<file path="src/sv/convection_flux_stencil_assert.svh">
// Assertion helpers for the stencil control module (cfs_ctrl).
// Both expect clk and rst_n in scope.
`ifndef CONVECTION_FLUX_STENCIL_ASSERT_SVH
`define CONVECTION_FLUX_STENCIL_ASSERT_SVH

// same-cycle implication
`define CFS_ASSERT_IMP(lbl, ante, cons) \
    lbl: assert property (@(posedge clk) disable iff (!rst_n) (ante) |-> (cons)) \
        else $error("stencil check failed");

// next-cycle implication
`define CFS_ASSERT_NEXT(lbl, ante, cons) \
    lbl: assert property (@(posedge clk) disable iff (!rst_n) (ante) |=> (cons)) \
        else $error("stencil check failed");

`endif

</file>
<file path="src/sv/cfs_pkg.sv">
package cfs_pkg;

    localparam int PHI_W  = 24;
    localparam int VEL_W  = 16;
    localparam int FLUX_W = 32;
    localparam int CFG_W  = 16;
    localparam int IDX_W  = 3;
    localparam int SCH_W  = 2;
    localparam int SIZE_W = 9;
    localparam int COEF_W = 16;

    // datapath widths
    localparam int DS_W   = 29;            // stencil differences
    localparam int HW_W   = 34;            // coefficient times velocity
    localparam int PROD_W = HW_W + DS_W;
    localparam int ACC_W  = 64;
    localparam int STEP_W = 4;

    localparam int NB_COUNT  = 8;
    localparam int MUL_STEPS = 9;
    localparam int MIN_SIZE  = 3;

    localparam logic [SCH_W-1:0]  SCHEME_RST = 2'd1;
    localparam logic [COEF_W-1:0] HALF_INV_RST = 16'd8192;
    localparam logic [SIZE_W-1:0] SIZE_RST = 9'd65;

    localparam logic signed [ACC_W-1:0] RND_HALF_20 = 64'sd524288;
    localparam logic signed [ACC_W-1:0] RND_HALF_21 = 64'sd1048576;
    localparam logic signed [ACC_W-1:0] FLUX_MAX_EXT = 64'sd2147483647;
    localparam logic signed [ACC_W-1:0] FLUX_MIN_EXT = -64'sd2147483648;

    typedef enum logic [IDX_W-1:0] {
        REG_SCHEME      = 3'd0,
        REG_HALF_INV_DX = 3'd1,
        REG_HALF_INV_DY = 3'd2,
        REG_COLS        = 3'd3,
        REG_ROWS        = 3'd4
    } cfg_reg_t;

    typedef enum logic [SCH_W-1:0] {
        SCH_UPWIND1 = 2'd0,
        SCH_CENTRAL = 2'd1,
        SCH_UPWIND2 = 2'd2
    } scheme_t;

    typedef enum logic [2:0] {
        NB_C, NB_E1, NB_W1, NB_N1, NB_S1, NB_W2, NB_N2, NB_S2
    } nb_sel_t;

    typedef enum logic [2:0] {
        ST_IDLE, ST_DIV, ST_CLASS, ST_READ, ST_PREP, ST_MUL, ST_EMIT
    } cfs_state_t;

    typedef struct packed {
        logic signed [PHI_W-1:0] phi_sample;
        logic signed [VEL_W-1:0] x_velocity;
        logic signed [VEL_W-1:0] y_velocity;
        logic                    pad;
    } in_item_t;

    typedef struct packed {
        logic signed [FLUX_W-1:0] flux;
        logic                     is_boundary;
        logic                     last_point;
    } out_item_t;

    typedef struct packed {
        logic signed [PHI_W-1:0] p;
        logic signed [VEL_W-1:0] u;
        logic signed [VEL_W-1:0] v;
    } hist_t;

    typedef struct packed {
        logic              take;
        logic              div_step;
        logic              rd_en;
        nb_sel_t           rd_sel;
        logic              prep;
        logic              mul_en;
        logic [STEP_W-1:0] mul_step;
        logic              emit;
    } dp_cmd_t;

    typedef struct packed {
        logic emits;
        logic div_last;
        logic boundary;
        logic out_free;
    } dp_status_t;

endpackage

</file>
<file path="src/sv/cfs_ctrl.sv">
module cfs_ctrl (
    input  logic                clk,
    input  logic                rst_n,
    input  logic                in_valid,
    output logic                in_ready,
    input  cfs_pkg::dp_status_t status,
    output cfs_pkg::dp_cmd_t    cmd
);
    import cfs_pkg::*;

    cfs_state_t        state_reg, state_next;
    logic [STEP_W-1:0] step_reg, step_next;

    always_ff @(posedge clk or negedge rst_n)
    begin
        if (!rst_n)
        begin
            state_reg <= ST_IDLE;
            step_reg  <= '0;
        end
        else
        begin
            state_reg <= state_next;
            step_reg  <= step_next;
        end
    end

    always_comb
    begin
        state_next = state_reg;
        step_next  = step_reg;
        cmd        = '0;
        in_ready   = 1'b0;
        unique case (state_reg)
            ST_IDLE:
            begin
                in_ready = 1'b1;
                cmd.take = in_valid;
                if (in_valid && status.emits)
                    state_next = ST_DIV;
            end
            ST_DIV:
            begin
                cmd.div_step = 1'b1;
                if (status.div_last)
                    state_next = ST_CLASS;
            end
            ST_CLASS:
            begin
                step_next  = '0;
                state_next = status.boundary ? ST_EMIT : ST_READ;
            end
            ST_READ:
            begin
                cmd.rd_en  = 1'b1;
                cmd.rd_sel = nb_sel_t'(step_reg[2:0]);
                if (step_reg == STEP_W'(NB_COUNT - 1))
                begin
                    step_next  = '0;
                    state_next = ST_PREP;
                end
                else
                    step_next = step_reg + 1'b1;
            end
            ST_PREP:
            begin
                cmd.prep   = 1'b1;
                step_next  = '0;
                state_next = ST_MUL;
            end
            ST_MUL:
            begin
                cmd.mul_en   = 1'b1;
                cmd.mul_step = step_reg;
                if (step_reg == STEP_W'(MUL_STEPS - 1))
                begin
                    step_next  = '0;
                    state_next = ST_EMIT;
                end
                else
                    step_next = step_reg + 1'b1;
            end
            ST_EMIT:
            begin
                if (status.out_free)
                begin
                    cmd.emit   = 1'b1;
                    state_next = ST_IDLE;
                end
            end
            default:
                state_next = ST_IDLE;
        endcase
    end

`include "convection_flux_stencil_assert.svh"

    `CFS_ASSERT_NEXT(a_take_starts_div, in_valid && in_ready && status.emits, state_reg == ST_DIV)
    `CFS_ASSERT_IMP(a_class_after_div, state_reg == ST_CLASS, $past(state_reg) == ST_DIV)
    `CFS_ASSERT_NEXT(a_emit_frees_input, cmd.emit, in_ready)
    `CFS_ASSERT_NEXT(a_prep_to_mul, state_reg == ST_PREP, state_reg == ST_MUL && step_reg == '0)

endmodule

</file>
<file path="config.mk">
export PLATFORM = sky130hd
export DESIGN_NAME = cfs_ctrl
export DESIGN_NICKNAME = d
export VERILOG_FILES = /design/src/sv/cfs_pkg.sv /design/src/sv/cfs_ctrl.sv
export VERILOG_INCLUDE_DIRS = /design/src /design/src/sv
export SDC_FILE = /design/constraint.sdc
export NUM_CORES = 1
export LEC_CHECK = 0
export BUFFER_PORTS_ARGS = -buffer_cell sky130_fd_sc_hd__buf_2
export CAP_MARGIN = 20
export CORE_MARGIN = 5
export CORE_UTILIZATION = 45
export DETAILED_ROUTE_END_ITERATION = 7
export PLACE_DENSITY = 0.73
export SYNTH_ARGS = -nofsm -noshare
export SYNTH_HDL_FRONTEND = slang
export SYNTH_SLANG_ARGS = --single-unit
export TNS_END_PERCENT = 100
</file>
<file path="constraint.sdc">
create_clock -name clk -period 1.7 [get_ports clk]
set_input_delay 0.255 -clock clk [delete_from_list [all_inputs] [get_ports clk]]
set_output_delay 0.255 -clock clk [all_outputs]
set_load 0.05 [all_outputs]
</file>
## Word level (Yosys, flattened, before mapping)

Index checks and enable logic that the tools add are counted.

| storage, ports and cells | value |
|---|---|
| register bits | 7 |
| bits in latches | 0 |
| memory bits (writable) | 0 |
| bits in read-only memories | 0 |
| input bits | 7 |
| output and inout bits | 14 |
| logic and storage cells | 39 |
| memories kept | 0 |

| cells by class | value |
|---|---|
| add/subtract/negate cells | 1 |
| multiply operators | 0 |
| div/mod/pow operators | 0 |
| $lt $le $gt $ge | 0 |
| eq/ne operators | 13 |
| shifts and indexed selects | 0 |
| mux-type cells | 18 |
| bitwise logic cells | 0 |
| reductions and logical operators | 5 |

Operators with widths:

| operator | count |
|---|---|
| $pmux W3 S7 | 1 |
| $mux W3 | 6 |
| $mux W4 | 3 |
| $pmux W4 S3 | 1 |
| $ne A2 B2 Y1 const B | 5 |
| $eq A3 B3 Y1 const B | 3 |
| $eq A3 B2 Y1 const B | 2 |
| $mux W1 | 6 |
| $mux W5 | 1 |
| $reduce_and A5 Y1 | 1 |
| $add A4 B1 Y4 const B | 1 |
| $eq A4 B3 Y1 const B | 1 |
| $eq A4 B4 Y1 const B | 1 |
| $eq A3 B1 Y1 const B | 1 |
| $logic_not A3 Y1 | 1 |
| $reduce_bool A3 Y1 | 1 |
| $reduce_or A2 Y1 | 1 |
| $logic_and A1 B1 Y1 | 1 |

## Longest topological paths before layout

| logic depth | value |
|---|---|
| depth after elaboration | 3 |
| gate-level depth with buffers | 6 |

## Worst setup path before layout

Ideal clock, no wire load.

| timing path | value |
|---|---|
| path type | reg2out |
| start | register state_reg[2] |
| end | output cmd[12] in the netlist's numbering |
| arrival time | 2.228 ns |
| setup slack | -0.783 ns |
| stages on the path, launching flop included | 4 |
| path buffers | 1 |
| path through | dfrtp_1 > buf_2 > nor3_1 > and2_1 |

RTL lines:

| what | RTL line | RTL |
|---|---|---|
| start, declared | cfs_ctrl.sv:11 | `cfs_state_t state_reg, state_next;` |
| start signal, assigned | cfs_ctrl.sv:23 | `state_reg <= state_next;` |
| end, declared | cfs_ctrl.sv:7 | `output cfs_pkg::dp_cmd_t cmd` |

==> flow_metrics.py <==
metrics = {
    "sta": {
        "rsz0062_at_grt": "yes",
        "worst_clock_skew_ps": 6.03,
        "min_period_ps": 1650,
        "final_max_slew_viol_count": 0,
        "min_period_over_period_pct": 97.1,
        "achievable_clock_frequency_mhz": 606,
        "timing.final.hold_violations": 0,
        "tightest_slew_ps": 320,
        "worst_slew_margin_rel_pct": 78.7,
        "finalSetupViolations": 0,
    },
    "clock_network": {
        "cts_tree": "built",
        "worstSkewPairLatency_ps": 250,
        "clk_root_buffer_cell": "clkbuf_4",
        "numCtsBuffers": 3,
        "cts_htree_levels": 1,
        "cts.clk_slew.worst_paths_ps": 60,
        "clockBufferDepth": 2,
        "cts.sink_count": 7,
    },
    "floorplan": {
        "floorplan.die.width_microns": 46.4,
        "rows": 13,
        "die-height_microns": 46.4,
        "core-area_sq_um": 1280,
        "start_util_pct": 46.4,
        "floorplan_die_area_sq_um": 2150,
        "floorplan.io_pins": 21,
    },
    "setup_path": {
        "timing_worst_setup_path_type": "reg2out",
        "highest_net_fanout_along_the_worst_path": 7,
        "critical_path.cell_chain": "and3b_2 -> and2_1 -> buf_4",
        "worstPathRequired_ps": 1440,
        "setup.worst_path.end_class": "output pin",
        "critical_path_startpoint_category": "flip-flop",
        "slowest_delay_ps": 440,
        "crit_slowest_cell": "dfrtp_2",
        "reg2reg_setup_slack_ps": 210,
        "wp_data_arrival_ps": 1400,
    },
    "synth": {
        "flops_latches_synth": 7,
        "netlist_top_cells_count": "nand2_1, and2_1, dfrtp_1, a21oi_1",
        "top_area_cell_type_share_of_the_netlist_area_pct": 29.4,
        "synth.largest_area_cell": "dfrtp_1",
        "postSynthCellCount": 77,
        "synth.net_count": 86,
        "cell_with_the_most_instances_after_synthesis": "nand2_1",
        "ys.warnings.count": 0,
        "synth_top_flop_cell": "dfrtp_1",
        "netlist-cell-type-count": 29,
        "synth_edf_count": 0,
        "postSynthAreaPerCell_sq_um": 7.75,
        "async_set_reset_flop_share_out_of_synthesis_pct": 100,
        "post_synthesis_cell_area_sq_um": 597,
        "synthTopCellsByArea": "dfrtp_1, and2_1, nand2_1, a21oi_1, ha_1",
        "synth-seq-area-share_pct": 29.4,
    },
    "power": {
        "cellPowerDensity_nw_per_um2": 1900,
        "post-layout-total-power_mw": 1.60,
        "leakage_nw": 0.398,
        "ir_worst_vdd_v": 0.000927,
    },
    "detailed_routing": {
        "wl_per_cell_microns": 14.0,
        "ant_nets": 0,
        "vias": 603,
        "vias_per_cell": 5.15,
        "post-route-drc-count": 0,
        "detailedRoute.firstPassIterationCount": 4,
        "wl_microns": 1640,
        "drt_iter0_markers": 7,
    },
    "final_layout": {
        "multiInputGateArea_sq_um": 409,
        "n_fill_cell": 124,
        "finish.net_count": 112,
        "max_reg_flops": 4,
        "ant_diodes": 0,
        "final_cell_count_no_fill": 117,
        "syn2layout_area_growth_pct": 41.1,
        "layout.area.seq_sq_um": 178,
        "final_layout_size_suffix_gt1_share_pct": 43.1,
    },
    "global_route": {
        "grt-ovfl-total": 0,
        "busiest_layer": "met2",
        "wire_length_of_the_first_global_routing_pass_microns": 2460,
        "global_route.usage.met2_pct": 27.2,
        "vias_in_the_first_global_route": 575,
        "use_met3_pct": 7.42,
        "grt.met1_usage_pct": 19.5,
        "grt_antenna_before_repair": 0,
        "grt_start_max_net_pins": 11,
        "grt_use_total_pct": 16.2,
    },
    "job": {
        "max_cap_violations": 0,
    },
    "place": {
        "dp_hpwl_microns": 1140,
        "portBuffers": 20,
        "number_of_placed_cells_counting_well_taps": 110,
        "place.gp.congestion": 0.844,
    },
    "hold_path": {
        "worstHoldPathType": "in2reg",
    },
    "outcome": {
        "run_status": "completed",
    },
}
==> path summary, 6_finish.rpt <==
| path | from | to | cells past startpoint |
|---|---|---|---|
| worst max-delay path | state_reg[1]$_DFFE_PN0P_ | cmd[4] | 3 |
| worst min-delay path | status[1] | state_reg[2]$_DFFE_PN0P_ | 3 |
| worst max register to register | step_reg[0]$_DFFE_PN0P_ | step_reg[3]$_DFFE_PN0P_ | 6 |
| worst min register to register | step_reg[0]$_DFFE_PN0P_ | step_reg[0]$_DFFE_PN0P_ | 1 |
| max in group asynchronous | rst_n | state_reg[1]$_DFFE_PN0P_ | 2 |
| min in group asynchronous | rst_n | state_reg[2]$_DFFE_PN0P_ | 2 |
==> layout make-up <==
cell class	count	area share, %
repair buffers	27	22.9
inverters	4	2.08
flip-flops and latches	7	21.1
multi-input cells	60	48.6
well taps	15	2.23
clock buffers	4	3.12
==> placed cells by master, fill, tap and decap left out, types with 2 or more instances in the layout <==
cell type,netlist,layout
nand3b_1,2,2
o21ai_0,3,3
and2_1,8,6
o21ai_1,4,4
a21oi_1,5,5
nor3_1,4,2
buf_6,0,4
nor2_1,4,4
nand2_1,11,11
clkbuf_4,0,6
and2_4,0,2
dfrtp_1,7,5
inv_1,3,3
ha_1,2,2
buf_4,3,8
dfrtp_2,0,2
buf_2,1,11
nor3_2,0,2
==> logic make-up (layout without fill, tap and decap cells) <==
family | after synthesis | after routing | share of synthesized area [%]
adder cells (fa/ha/maj) | 2 | 2 | 4.19
AO/OA/AOI/OAI | 19 | 19 | 21.8
flip-flops | 7 | 7 | 29.4
AND/OR/NAND/NOR | 39 | 39 | 36.3
buffers and inverters | 10 | 35 | 8.38
==> per-stage QoR <==
step                      hold WS [ps]  setup TNS, ps  instance area [sq um]  util [%]  setup slack (ps)
after detailed placement           104              0                    742      57.7               163
after CTS                          303              0                    802      62.4              17.4
after global placement            98.8              0                    742      57.7               201
final                              301              0                    842      65.5              48.8
after global routing               305          -42.7                    842      65.5             -24.5
after floorplan                  -40.6           -582                    632         -              -331
==> critical path: cells and delay by family (launching register included) <==
kind / cells / cell delay [ps]
flip-flops: 1 / 440
buffers and inverters: 1 / 200
AND/OR/NAND/NOR: 2 / 490
==> where the power goes <==
part	internal, mW	leakage (nW)	switching [mW]
Sequential	0.236	0.0872	0.107
Combinational	0.424	0.296	0.683
Clock	0.0897	0.0150	0.0642
==> timing repair <==
item / 4_1_cts / 5_1_grt
setup endpoints to repair: 9 / 11
gates resized for setup: 7 / 12
hold buffers: 1 / 0
buffers inserted: 1 / 1
pin swaps: 1 / 0
hold endpoints to repair: 7 / 0
==> metal layers <==
| layer | up-vias | part of all wire (%) |
|---|---|---|
| met1 | 278 | 44 |
| met5 | - | 0 |
| met4 | 0 | 0 |
| met3 | 0 | 5.1 |
| li1 | 313 | - |
| met2 | 12 | 51 |
Note: power is estimated with default switching activity, not from simulation.
